$ cat src/tisp_pkg.sv
package tisp_pkg;

	localparam logic [7:0] B_IAC  = 8'd255;
	localparam logic [7:0] B_DONT = 8'd254;
	localparam logic [7:0] B_DO   = 8'd253;
	localparam logic [7:0] B_WONT = 8'd252;
	localparam logic [7:0] B_WILL = 8'd251;
	localparam logic [7:0] B_SB   = 8'd250;
	localparam logic [7:0] B_GA   = 8'd249;
	localparam logic [7:0] B_NOP  = 8'd241;
	localparam logic [7:0] B_SE   = 8'd240;
	localparam logic [7:0] MCCP1_OPT = 8'd85;

	localparam logic [2:0] K_TEXT   = 3'd0;
	localparam logic [2:0] K_REPLY  = 3'd1;
	localparam logic [2:0] K_NEG    = 3'd2;
	localparam logic [2:0] K_SUB    = 3'd3;
	localparam logic [2:0] K_SUBEND = 3'd4;

	localparam logic [1:0] V_DO   = 2'd0;
	localparam logic [1:0] V_DONT = 2'd1;
	localparam logic [1:0] V_WILL = 2'd2;
	localparam logic [1:0] V_WONT = 2'd3;

	localparam int CMD_DEPTH = 4;
	localparam int CMD_PTR_W = $clog2(CMD_DEPTH);

	typedef enum logic [2:0] {
		ST_NORMAL,
		ST_IAC,
		ST_DO,
		ST_DONT,
		ST_WILL,
		ST_WONT,
		ST_SB,
		ST_SB_IAC
	} parse_state_t;

	// Commands from the front parser; each expands to one or more results.
	typedef enum logic [2:0] {
		CMD_TEXT1,   // text value
		CMD_TEXT2,   // text 255, text value
		CMD_GA,      // "<IAC><GA>"
		CMD_NEG,     // negotiation event, optional three reply bytes
		CMD_SUB1,    // subneg value
		CMD_SUB2,    // subneg 255, subneg value
		CMD_SUBEND   // subneg end, option in value
	} cmd_op_t;

	typedef struct packed {
		cmd_op_t    op;
		logic [7:0] value;
		logic [1:0] verb;
		logic       refuse;
	} cmd_t;

	typedef struct packed {
		logic [2:0] kind;
		logic [7:0] value;
		logic [1:0] verb;
		logic       last;
	} res_t;

	function automatic logic [7:0] ga_char(input logic [3:0] idx);
		logic [7:0] c;
		unique case (idx)
			4'd0: c = 8'h3C; // <
			4'd1: c = 8'h49; // I
			4'd2: c = 8'h41; // A
			4'd3: c = 8'h43; // C
			4'd4: c = 8'h3E; // >
			4'd5: c = 8'h3C; // <
			4'd6: c = 8'h47; // G
			4'd7: c = 8'h41; // A
			default: c = 8'h3E; // >
		endcase
		return c;
	endfunction

	function automatic logic [3:0] cmd_len(input cmd_t cmd);
		logic [3:0] n;
		unique case (cmd.op)
			CMD_TEXT2, CMD_SUB2: n = 4'd2;
			CMD_GA:              n = 4'd9;
			CMD_NEG:             n = cmd.refuse ? 4'd4 : 4'd1;
			default:             n = 4'd1;
		endcase
		return n;
	endfunction

	function automatic res_t cmd_item(input cmd_t cmd, input logic [3:0] idx);
		res_t r;
		r.kind  = K_TEXT;
		r.value = cmd.value;
		r.verb  = 2'd0;
		r.last  = (idx == cmd_len(cmd) - 4'd1);
		unique case (cmd.op)
			CMD_TEXT1: r.kind = K_TEXT;
			CMD_TEXT2: begin
				r.kind = K_TEXT;
				if (idx == 4'd0) r.value = B_IAC;
			end
			CMD_GA: begin
				r.kind  = K_TEXT;
				r.value = ga_char(idx);
			end
			CMD_NEG: begin
				if (idx == 4'd0) begin
					r.kind = K_NEG;
					r.verb = cmd.verb;
				end else begin
					r.kind = K_REPLY;
					if (idx == 4'd1) r.value = B_IAC;
					else if (idx == 4'd2) r.value = (cmd.verb == V_DO) ? B_WONT : B_DONT;
				end
			end
			CMD_SUB1: r.kind = K_SUB;
			CMD_SUB2: begin
				r.kind = K_SUB;
				if (idx == 4'd0) r.value = B_IAC;
			end
			default: r.kind = K_SUBEND;
		endcase
		return r;
	endfunction

endpackage

$ cat src/telnet_iac_stream_parser_top.sv
// Telnet IAC stream parser.
//
// Input channel: one received byte per transfer on rx_byte (push / full).
// Result channel: a queue-style port (empty / pop); each result carries
// out_kind (text, reply to peer, negotiation event, subneg byte, subneg
// end), out_value, out_verb and last, which marks the final result of a
// byte. Silent bytes (IAC, verbs, SB, NOP, IAC inside subneg) give none.
//
// A byte passes the command queue, the current-command register and the
// result register. Throughput: one byte per cycle unless full; results
// leave one per cycle while pop is high; a byte with several (IAC GA gives
// nine, a refused DO/WILL four) holds the result side until all leave.
// The front parser keeps taking bytes into a four-entry command queue
// until it fills, so full rises only under long expansions or stalls.
//
// When pop stays low, the result register holds and backpressure reaches
// full through the command queue; nothing is dropped.
// Reset: parser returns to the text state, queues empty, answer_refusals=1.
// APB register 0 (address 0), bit 0: answer_refusals.
module telnet_iac_stream_parser_top
	import tisp_pkg::*;
(
	input  logic        clk,
	input  logic        arst_n,
	// byte input
	input  logic        push,
	output logic        full,
	input  logic [7:0]  rx_byte,
	// results
	output logic        empty,
	input  logic        pop,
	output logic [2:0]  out_kind,
	output logic [7:0]  out_value,
	output logic [1:0]  out_verb,
	output logic        last,
	// configuration
	input  logic        psel,
	input  logic        penable,
	input  logic        pwrite,
	input  logic [1:0]  paddr,
	input  logic [31:0] pwdata,
	output logic [31:0] prdata,
	output logic        pready
);

	logic answer_refusals_q;
	logic byte_xfer;
	logic cmd_valid;
	cmd_t cmd_in, cmd_out;
	logic q_empty, q_pop;

	// Config register; user writes only while the parser is idle, not enforced.
	assign pready = 1'b1;
	assign prdata = (paddr == 2'd0) ? {31'd0, answer_refusals_q} : 32'd0;

	always_ff @(posedge clk or negedge arst_n) begin
		if (!arst_n) begin
			answer_refusals_q <= 1'b1;
		end else if (psel && penable && pwrite && pready && paddr == 2'd0) begin
			answer_refusals_q <= pwdata[0];
		end
	end

	// A byte transfers whenever the command queue has room.
	assign byte_xfer = push && !full;

	tisp_front u_front (
		.clk             (clk),
		.arst_n          (arst_n),
		.byte_valid      (byte_xfer),
		.rx_byte         (rx_byte),
		.answer_refusals (answer_refusals_q),
		.cmd_valid       (cmd_valid),
		.cmd             (cmd_in)
	);

	tisp_cmd_fifo u_fifo (
		.clk    (clk),
		.arst_n (arst_n),
		.push   (byte_xfer && cmd_valid),
		.wr_cmd (cmd_in),
		.full   (full),
		.pop    (q_pop),
		.rd_cmd (cmd_out),
		.empty  (q_empty)
	);

	// Back end expands each command into results, one per cycle unless pop stalls.
	tisp_back u_back (
		.clk       (clk),
		.arst_n    (arst_n),
		.q_cmd     (cmd_out),
		.q_empty   (q_empty),
		.q_pop     (q_pop),
		.empty     (empty),
		.pop       (pop),
		.out_kind  (out_kind),
		.out_value (out_value),
		.out_verb  (out_verb),
		.last      (last)
	);

endmodule

$ cat src/tisp_front.sv
module tisp_front
	import tisp_pkg::*;
(
	input  logic       clk,
	input  logic       arst_n,
	input  logic       byte_valid,
	input  logic [7:0] rx_byte,
	input  logic       answer_refusals,
	output logic       cmd_valid,
	output cmd_t       cmd
);

	parse_state_t state_q, state_d;
	logic [1:0] sub_count_q, sub_count_d;
	logic [7:0] sub_first_q, sub_first_d;
	logic [7:0] sub_second_q, sub_second_d;
	logic [1:0] cnt_mid;

	always_ff @(posedge clk or negedge arst_n) begin
		if (!arst_n) begin
			state_q      <= ST_NORMAL;
			sub_count_q  <= 2'd0;
			sub_first_q  <= 8'd0;
			sub_second_q <= 8'd0;
		end else if (byte_valid) begin
			state_q      <= state_d;
			sub_count_q  <= sub_count_d;
			sub_first_q  <= sub_first_d;
			sub_second_q <= sub_second_d;
		end
	end

	always_comb begin
		state_d      = state_q;
		sub_count_d  = sub_count_q;
		sub_first_d  = sub_first_q;
		sub_second_d = sub_second_q;
		cnt_mid      = sub_count_q;
		cmd_valid    = 1'b0;
		cmd.op       = CMD_TEXT1;
		cmd.value    = rx_byte;
		cmd.verb     = 2'd0;
		cmd.refuse   = 1'b0;
		unique case (state_q)
			ST_NORMAL: begin
				if (rx_byte == B_IAC) state_d = ST_IAC;
				else cmd_valid = 1'b1;
			end
			ST_IAC: begin
				state_d = ST_NORMAL;
				priority if (rx_byte == B_DO) state_d = ST_DO;
				else if (rx_byte == B_DONT) state_d = ST_DONT;
				else if (rx_byte == B_WILL) state_d = ST_WILL;
				else if (rx_byte == B_WONT) state_d = ST_WONT;
				else if (rx_byte == B_SB) begin
					state_d      = ST_SB;
					sub_count_d  = 2'd0;
					sub_first_d  = 8'd0;
					sub_second_d = 8'd0;
				end else if (rx_byte == B_GA) begin
					cmd_valid = 1'b1;
					cmd.op    = CMD_GA;
				end else if (rx_byte == B_IAC) begin
					cmd_valid = 1'b1;
				end else begin
					// NOP is dropped, anything else goes out as IAC + byte
					cmd_valid = (rx_byte != B_NOP);
					cmd.op    = CMD_TEXT2;
				end
			end
			ST_DO, ST_DONT, ST_WILL, ST_WONT: begin
				state_d   = ST_NORMAL;
				cmd_valid = 1'b1;
				cmd.op    = CMD_NEG;
				cmd.verb  = 2'(state_q - ST_DO);
				cmd.refuse = answer_refusals && (state_q == ST_DO || state_q == ST_WILL);
			end
			ST_SB: begin
				if (rx_byte == B_IAC) begin
					state_d = ST_SB_IAC;
				end else if (rx_byte == B_SE && sub_count_q == 2'd2 &&
				             sub_first_q == MCCP1_OPT && sub_second_q == B_WILL) begin
					state_d   = ST_NORMAL;
					cmd_valid = 1'b1;
					cmd.op    = CMD_SUBEND;
					cmd.value = sub_first_q;
				end else begin
					cmd_valid = 1'b1;
					cmd.op    = CMD_SUB1;
					if (sub_count_q == 2'd0) sub_first_d = rx_byte;
					if (sub_count_q == 2'd1) sub_second_d = rx_byte;
					if (sub_count_q != 2'd3) sub_count_d = sub_count_q + 2'd1;
				end
			end
			ST_SB_IAC: begin
				cmd_valid = 1'b1;
				if (rx_byte == B_SE) begin
					state_d   = ST_NORMAL;
					cmd.op    = CMD_SUBEND;
					cmd.value = sub_first_q;
				end else begin
					// doubled pair: collect 255, then the byte
					state_d = ST_SB;
					cmd.op  = CMD_SUB2;
					if (sub_count_q == 2'd0) sub_first_d = B_IAC;
					if (sub_count_q == 2'd1) sub_second_d = B_IAC;
					if (sub_count_q != 2'd3) cnt_mid = sub_count_q + 2'd1;
					if (cnt_mid == 2'd0) sub_first_d = rx_byte;
					if (cnt_mid == 2'd1) sub_second_d = rx_byte;
					sub_count_d = (cnt_mid != 2'd3) ? cnt_mid + 2'd1 : cnt_mid;
				end
			end
		endcase
	end

endmodule

$ cat src/tisp_cmd_fifo.sv
module tisp_cmd_fifo
	import tisp_pkg::*;
(
	input  logic clk,
	input  logic arst_n,
	input  logic push,
	input  cmd_t wr_cmd,
	output logic full,
	input  logic pop,
	output cmd_t rd_cmd,
	output logic empty
);

	cmd_t mem_q [CMD_DEPTH];
	logic [CMD_PTR_W-1:0] wr_ptr_q, rd_ptr_q;
	logic [CMD_PTR_W:0]   count_q;
	logic do_push, do_pop;

	assign full    = (count_q == (CMD_PTR_W+1)'(CMD_DEPTH));
	assign empty   = (count_q == '0);
	assign do_push = push && !full;
	assign do_pop  = pop && !empty;
	assign rd_cmd  = mem_q[rd_ptr_q];

	always_ff @(posedge clk) begin
		if (do_push) mem_q[wr_ptr_q] <= wr_cmd;
	end

	always_ff @(posedge clk or negedge arst_n) begin
		if (!arst_n) begin
			wr_ptr_q <= '0;
			rd_ptr_q <= '0;
			count_q  <= '0;
		end else begin
			if (do_push) wr_ptr_q <= wr_ptr_q + 1'b1;
			if (do_pop) rd_ptr_q <= rd_ptr_q + 1'b1;
			if (do_push && !do_pop) count_q <= count_q + 1'b1;
			else if (do_pop && !do_push) count_q <= count_q - 1'b1;
		end
	end

endmodule

$ cat src/tisp_back.sv
module tisp_back
	import tisp_pkg::*;
(
	input  logic       clk,
	input  logic       arst_n,
	input  cmd_t       q_cmd,
	input  logic       q_empty,
	output logic       q_pop,
	output logic       empty,
	input  logic       pop,
	output logic [2:0] out_kind,
	output logic [7:0] out_value,
	output logic [1:0] out_verb,
	output logic       last
);

	cmd_t       cur_q;
	logic       cur_valid_q;
	logic [3:0] idx_q;
	logic       out_valid_q;
	res_t       out_q;
	res_t       item;
	logic       out_ready, step, cur_done;

	assign item      = cmd_item(cur_q, idx_q);
	assign out_ready = !out_valid_q || pop;
	assign step      = cur_valid_q && out_ready;
	assign cur_done  = step && item.last;
	assign q_pop     = (!cur_valid_q || cur_done) && !q_empty;

	always_ff @(posedge clk or negedge arst_n) begin
		if (!arst_n) begin
			cur_valid_q <= 1'b0;
			idx_q       <= 4'd0;
			out_valid_q <= 1'b0;
		end else begin
			if (out_ready) out_valid_q <= cur_valid_q;
			if (step) idx_q <= item.last ? 4'd0 : idx_q + 4'd1;
			if (cur_done) cur_valid_q <= 1'b0;
			if (q_pop) begin
				cur_valid_q <= 1'b1;
				idx_q       <= 4'd0;
			end
		end
	end

	always_ff @(posedge clk) begin
		if (q_pop) cur_q <= q_cmd;
		if (step) out_q <= item;
	end

	assign empty     = !out_valid_q;
	assign out_kind  = out_q.kind;
	assign out_value = out_q.value;
	assign out_verb  = out_q.verb;
	assign last      = out_q.last;

endmodule

$ cat config.mk
export PLATFORM = sky130hd
export DESIGN_NAME = telnet_iac_stream_parser_top
export DESIGN_NICKNAME = d
export VERILOG_FILES = /design/src/tisp_pkg.sv /design/src/telnet_iac_stream_parser_top.sv /design/src/tisp_front.sv /design/src/tisp_cmd_fifo.sv /design/src/tisp_back.sv
export SDC_FILE = /design/constraint.sdc
export NUM_CORES = 1
export LEC_CHECK = 0
export BUFFER_PORTS_ARGS = -buffer_cell sky130_fd_sc_hd__buf_2
export CAP_MARGIN = 25
export CORE_MARGIN = 2
export CORE_UTILIZATION = 40
export CTS_CLUSTER_DIAMETER = 200
export DETAILED_ROUTE_END_ITERATION = 16
export PLACE_DENSITY = 0.63
export SLEW_MARGIN = 20
export SYNTH_ARGS = -nofsm -noshare
export SYNTH_HDL_FRONTEND = slang
export SYNTH_SLANG_ARGS = --single-unit
$ cat constraint.sdc
create_clock -name clk -period 3.2 [get_ports clk]
set_input_delay 0.32 -clock clk [delete_from_list [all_inputs] [get_ports clk]]
set_output_delay 0.32 -clock clk [all_outputs]
set_load 0.005 [all_outputs]
==> impl_metrics.toml, run 1 <==
[synthesis]
synth_top_cell_area_share = 0.436
async_reset_ff_frac = 0.294
yosysSeqAreaShare = 0.588
synth_area_leaders = "edfxtp_1, dfrtp_1, mux4_2"
ys_warn_count = 0
ys.flop_type = "edfxtp_1"
synth_cell_types = 63
synth-edff-count = 84
postSynthAreaPerCell_sq_um = 12.5
synthTopCellsByCount = "edfxtp_1, nor2_1, dfrtp_1, a21oi_1, buf_4"
ys_ff_latch = 119
syn_inst = 463
synth_area_sq_um = 5780
yosysMostFrequentCell = "edfxtp_1"
synth_largest_area_cell = "edfxtp_1"

[clocking]
clk_pin_slew_ns = 0.05
cts_root_buffer = "clkbuf_16"
cts_made_buffers = 17
ctsHtreeMaxLevel = 4
clk_path_buf_depth = 2
insertion_delay_ns = 0.41
cts.sinks = 119
cts_tree = "done"
holdBufCountCts = 0

[route]
dr.pass1.iters = 5
drt-vias-per-instance = 5.08
drt_wl_total_mm = 10.5
drtIter0Drc = 220
drc_errors = 0
antenna_left = 0
post_drt_wl_per_cell_um = 14.9
num_vias = 3561

[sta]
tightestPinTransition_ns = 0.812
fmaxAchievable_mhz = 330
tns_ns = 0
final_max_slew_viol_count = 0
fin_skew_ns = 0.00693
timing.slew.headroom = 0.459
post-route-min-period_ns = 3.03
hold_violations = 4
rsz0062_at_grt = "no"
holdWs_ns = -0.00379
post-route-period-util = 0.946
final-setup-viol-count = 0

[setup_path]
path_cells = "buf_4 > or3b_4 > or2_1 > and4_4 > a31oi_4 > or2_2 > ha_1 > inv_1 > fa_1 > xor2_1 > nor2_1 > xor2_1"
rrSetupSlack_ns = 0.17
reg2reg_depth = 12
worstReg2RegStart = "u_back.cur_q[13]"
crit_buf_inv = 2
cp_slowest_cell = "fa_1"
cp-end-kind = "flip-flop"
worstPathMaxFanout = 6
crit_cells = 12
crit_required_ns = 3.53
worstReg2RegEnd = "u_fifo.count_q[2]"
crit_start = "u_back.cur_q[13]"
crit_arrival_ns = 3.35
max_stage_delay_ns = 0.44
crit_end = "u_fifo.count_q[2]"
crit_top_cell = "xor2_1"
path_class = "reg2reg"
crit_family = "simple AND/OR/NAND/NOR gates"
worstSetupStartpointType = "flip-flop"

[placed_design]
io_buffers = 34
gp_congestion = 0.905
dp_hpwl_mm = 7.27

[cells_and_area]
area_growth_pct = 14.6
finalNetCount = 569
num_antenna_cells = 0
drive_above_1_share = 0.198

[floorplanning]
rows = 43
core_sq_um = 14000
start_util = 0.413
die-area_sq_um = 15400
die_w_um = 124
die_height_um = 124
io_pins = 98

[pwr]
pwr_density_cell_nw_per_um2 = 837
vdd_ir_drop_max_mv = 0.380
power_w = 0.00555
leakagePower_nw = 2.60

[min_path]
hp-class = "in2async"

[global_routing]
met2_usage = 0.244
grt_start_max_net_pins = 36
grt-busiest-layer = "met2"
antenna_found_initial = 0
grt_pass1_wl_mm = 17.8
grt_pass1_vias = 3583
use_met3 = 0.0448
grt_usage = 0.147
grt_use_met1 = 0.174
overflow = 0

[run_status]
violations = "negative hold slack"
status = "finished, violations left"

[flow_run]
maxCapViolCount = 0
==> registers in the layout (all words and copies together), names as in the netlist, 3 cells and up <==
register              cells
u_front.sub_first_q       8
u_fifo.count_q            3
u_back.cur_q             14
u_front.state_q           3
u_back.idx_q              4
u_front.sub_second_q      8
u_back.out_value          8
u_fifo.mem_q             56
u_back.out_kind           3
==> placed cells by master, fill, tap and decap left out, drive strengths merged, types with 11 or more instances in the layout <==
cell type / Yosys / layout
mux4: 14 / 14
dfrtp: 34 / 34
buf: 41 / 46
inv: 13 / 13
o21ai: 24 / 24
ha: 11 / 11
nand2: 32 / 32
nor2: 37 / 37
a21oi: 33 / 33
and2: 11 / 11
nand3: 11 / 11
clkbuf: 9 / 21
edfxtp: 84 / 84
conb: 2 / 32
==> area by class of cell <==
cell class              instances  area [sq um]
multi-input cells             311          2120
well taps                     180           225
clock buffers                  21           440
fillers                      1241          7360
flip-flops and latches        119          3400
clock inverters                11           131
repair buffers                 46           260
inverters                      13          48.8
==> worst min path at each step <==
stage                start                 endpoint  slack [ns]  depth (start not counted)
global placement    arst_n  u_front.sub_second_q[3]        0.45                          1
global route        arst_n  u_front.sub_second_q[3]        0.05                          1
detailed placement  arst_n  u_front.sub_second_q[4]        0.46                          1
finish              arst_n  u_front.sub_second_q[4]      -0.004                          1
floorplan           arst_n       u_back.cur_valid_q        0.02                          0
CTS                 arst_n  u_front.sub_second_q[5]        0.01                          1
==> routing by layer <==
metal / part of all wire / wire, um
met1: 0.42 / 4430
met5: 0 / 0
met2: 0.51 / 5350
met4: 0.013 / 136
met3: 0.051 / 530
==> power breakdown <==
| part | total [W] | leakage (nW) | internal [W] | switching [W] |
|---|---|---|---|---|
| clock network | 0.00185 | 0.277 | 0.00121 | 0.000638 |
| registers | 0.00236 | 1.23 | 0.00210 | 0.000267 |
| logic | 0.00133 | 1.09 | 0.000650 | 0.000684 |
==> timing repair <==
| item | in CTS | in global routing |
|---|---|---|
| gates resized for setup | 0 | 1 |
| buffers inserted | 0 | 1 |
| endpoints found under the setup margin | 0 | 2 |
==> cells by family (layout without fill, tap and decap cells) <==
| family | after synthesis | in the layout | share of synthesized area |
|---|---|---|---|
| xor+xnor | 11 | 11 | 0.0167 |
| buf+inv | 63 | 91 | 0.0649 |
| simple gates | 142 | 142 | 0.134 |
| flops | 119 | 119 | 0.588 |
| other cells | 2 | 32 | 0.00130 |
| fa+ha+maj | 12 | 12 | 0.0273 |
| compound gates | 96 | 96 | 0.106 |
| mux | 18 | 18 | 0.0623 |
==> through the flow <==
step | worst slack (ns) | instances | cell area, sq um | util
6_report | 0.172 | 701 | 6630 | 0.474
5_1_grt | 0.00301 | 701 | 6630 | 0.474
4_1_cts | 0.120 | 699 | 6610 | 0.473
3_5_place_dp | 0.139 | 667 | 6040 | 0.432
3_3_place_gp | 0.204 | 667 | 6040 | 0.432
2_1_floorplan | 0.214 | 493 | 5890 | -
Note: power is estimated with default switching activity, not from simulation.
==> inputs of run 2 (changes only) <==
CORE_MARGIN = unset   (was 2)
==> impl_metrics.toml, run 2 (synthesis results as in run 1) <==
[run_status]
status = "completed"

[setup_path]
path_class = "reg2reg"
rrSetupSlack_ns = 0.17
cp-end-kind = "flip-flop"
crit_arrival_ns = 3.32
crit_required_ns = 3.49
reg2reg_depth = 11
worstSetupStartpointType = "flip-flop"
worstPathMaxFanout = 10

[sta]
tns_ns = 0
fmaxAchievable_mhz = 330
tightestPinTransition_ns = 0.799
post-route-min-period_ns = 3.03
timing.slew.headroom = 0.467
hold_violations = 0
final_max_slew_viol_count = 0
final-setup-viol-count = 0
fin_skew_ns = 0.00731
post-route-period-util = 0.946
rsz0062_at_grt = "no"

[cells_and_area]
drive_above_1_share = 0.200
area_growth_pct = 14.1
fin_area_sq_um = 6600
top_register = "u_fifo.mem_q"
finalNetCount = 568
final_cell_mix = "edfxtp_1, nor2_1, buf_2, dfrtp_1, a21oi_1"
final_common_cell = "edfxtp_1"
largest_reg_flops = 56
num_antenna_cells = 0
reg_top3 = "u_fifo.mem_q: 56 flops, u_back.cur_q: 14 flops"

[clocking]
postCtsResizedCells = 0
clk_pin_slew_ns = 0.05
insertion_delay_ns = 0.41
cts.sinks = 119
ctsHtreeMaxLevel = 4
cts_root_buffer = "clkbuf_16"
cts_made_buffers = 17
cts_tree = "done"
postCtsSetupBuffers = 0
holdBufCountCts = 0
clk_path_buf_depth = 2

[route]
num_vias = 3607
drt-vias-per-instance = 5.15
post_drt_wl_per_cell_um = 15.0
drc_errors = 0
dr.pass1.iters = 4
drt_wl_total_mm = 10.5
antenna_left = 0
drtIter0Drc = 225

[pwr]
power_w = 0.00547
leakagePower_nw = 2.59
vdd_ir_drop_max_mv = 0.408
pwr_density_cell_nw_per_um2 = 829

[floorplanning]
start_util = 0.413
die_w_um = 122
die-area_sq_um = 14900
io_pins = 98
die_height_um = 122
rows = 43
core_sq_um = 14000

[global_routing]
grt_pass1_vias = 3527
grt_pass1_wl_mm = 17.2
overflow = 0
antenna_found_initial = 0
grt_start_max_net_pins = 36
grt_usage = 0.152

[placed_design]
io_buffers = 34
gp_congestion = 0.853
placed_area_sq_um = 6050
dp_hpwl_mm = 7.49

[flow_run]
maxCapViolCount = 0

[min_path]
hp-class = "in2async"
## run 2: worst max-delay path, cell delays in order (launching register included)
cell	delay (ns)
edfxtp_1	0.50
a21boi_0	0.28
ha_1	0.21
xnor2_1	0.13
xnor2_1	0.14
and4_4	0.26
a31oi_4	0.10
or2_2	0.34
ha_1	0.23
inv_1	0.08
fa_1	0.39
mux2_2	0.27
## run 2: area by class of cell
| cell class | instances | area [sq um] |
|---|---|---|
| Clock buffer | 21 | 440 |
| Clock inverter | 11 | 108 |
| Fill cell | 1255 | 7390 |
| Inverter | 13 | 48.8 |
| Multi-Input combinational cell | 311 | 2120 |
| Sequential cell | 119 | 3400 |
| Tap cell | 180 | 225 |
| Timing Repair Buffer | 45 | 253 |
## run 2: final timing paths
path	end	from
worst max-delay path	u_fifo.count_q[1]	u_back.cur_q[12]
max in group asynchronous	u_fifo.count_q[0]	arst_n
min in group clk	answer_refusals_q	pwdata[0]
worst max register to register	u_fifo.count_q[1]	u_back.cur_q[12]
worst min-delay path	u_front.sub_second_q[6]	arst_n
worst min register to register	u_fifo.count_q[2]	u_fifo.count_q[2]
## run 2: metal layers
metal / GRT usage / vias up / share of wire
li1: - / 1737 / -
met1: 0.181 / 1773 / 0.44
met2: 0.261 / 84 / 0.51
met3: 0.0437 / 13 / 0.037
met4: 0.0518 / 0 / 0.013
met5: 0 / - / 0
## run 2: through the flow
stage / instances / setup slack, ns / hold WS (ns) / util
2_1_floorplan: 493 / 0.214 / 0.0244 / -
3_3_place_gp: 668 / 0.204 / 0.442 / 0.432
3_5_place_dp: 668 / 0.164 / 0.460 / 0.432
4_1_cts: 700 / 0.155 / 0.0293 / 0.471
5_1_grt: 700 / 0.00121 / 0.0722 / 0.472
6_report: 700 / 0.171 / 0.00233 / 0.472
## run 2: power breakdown
group	switching [W]	internal, W	leakage [nW]
registers	0.000214	0.00210	1.23
logic	0.000739	0.000650	1.09
clock network	0.000634	0.00113	0.267
total	0.00159	0.00388	2.59
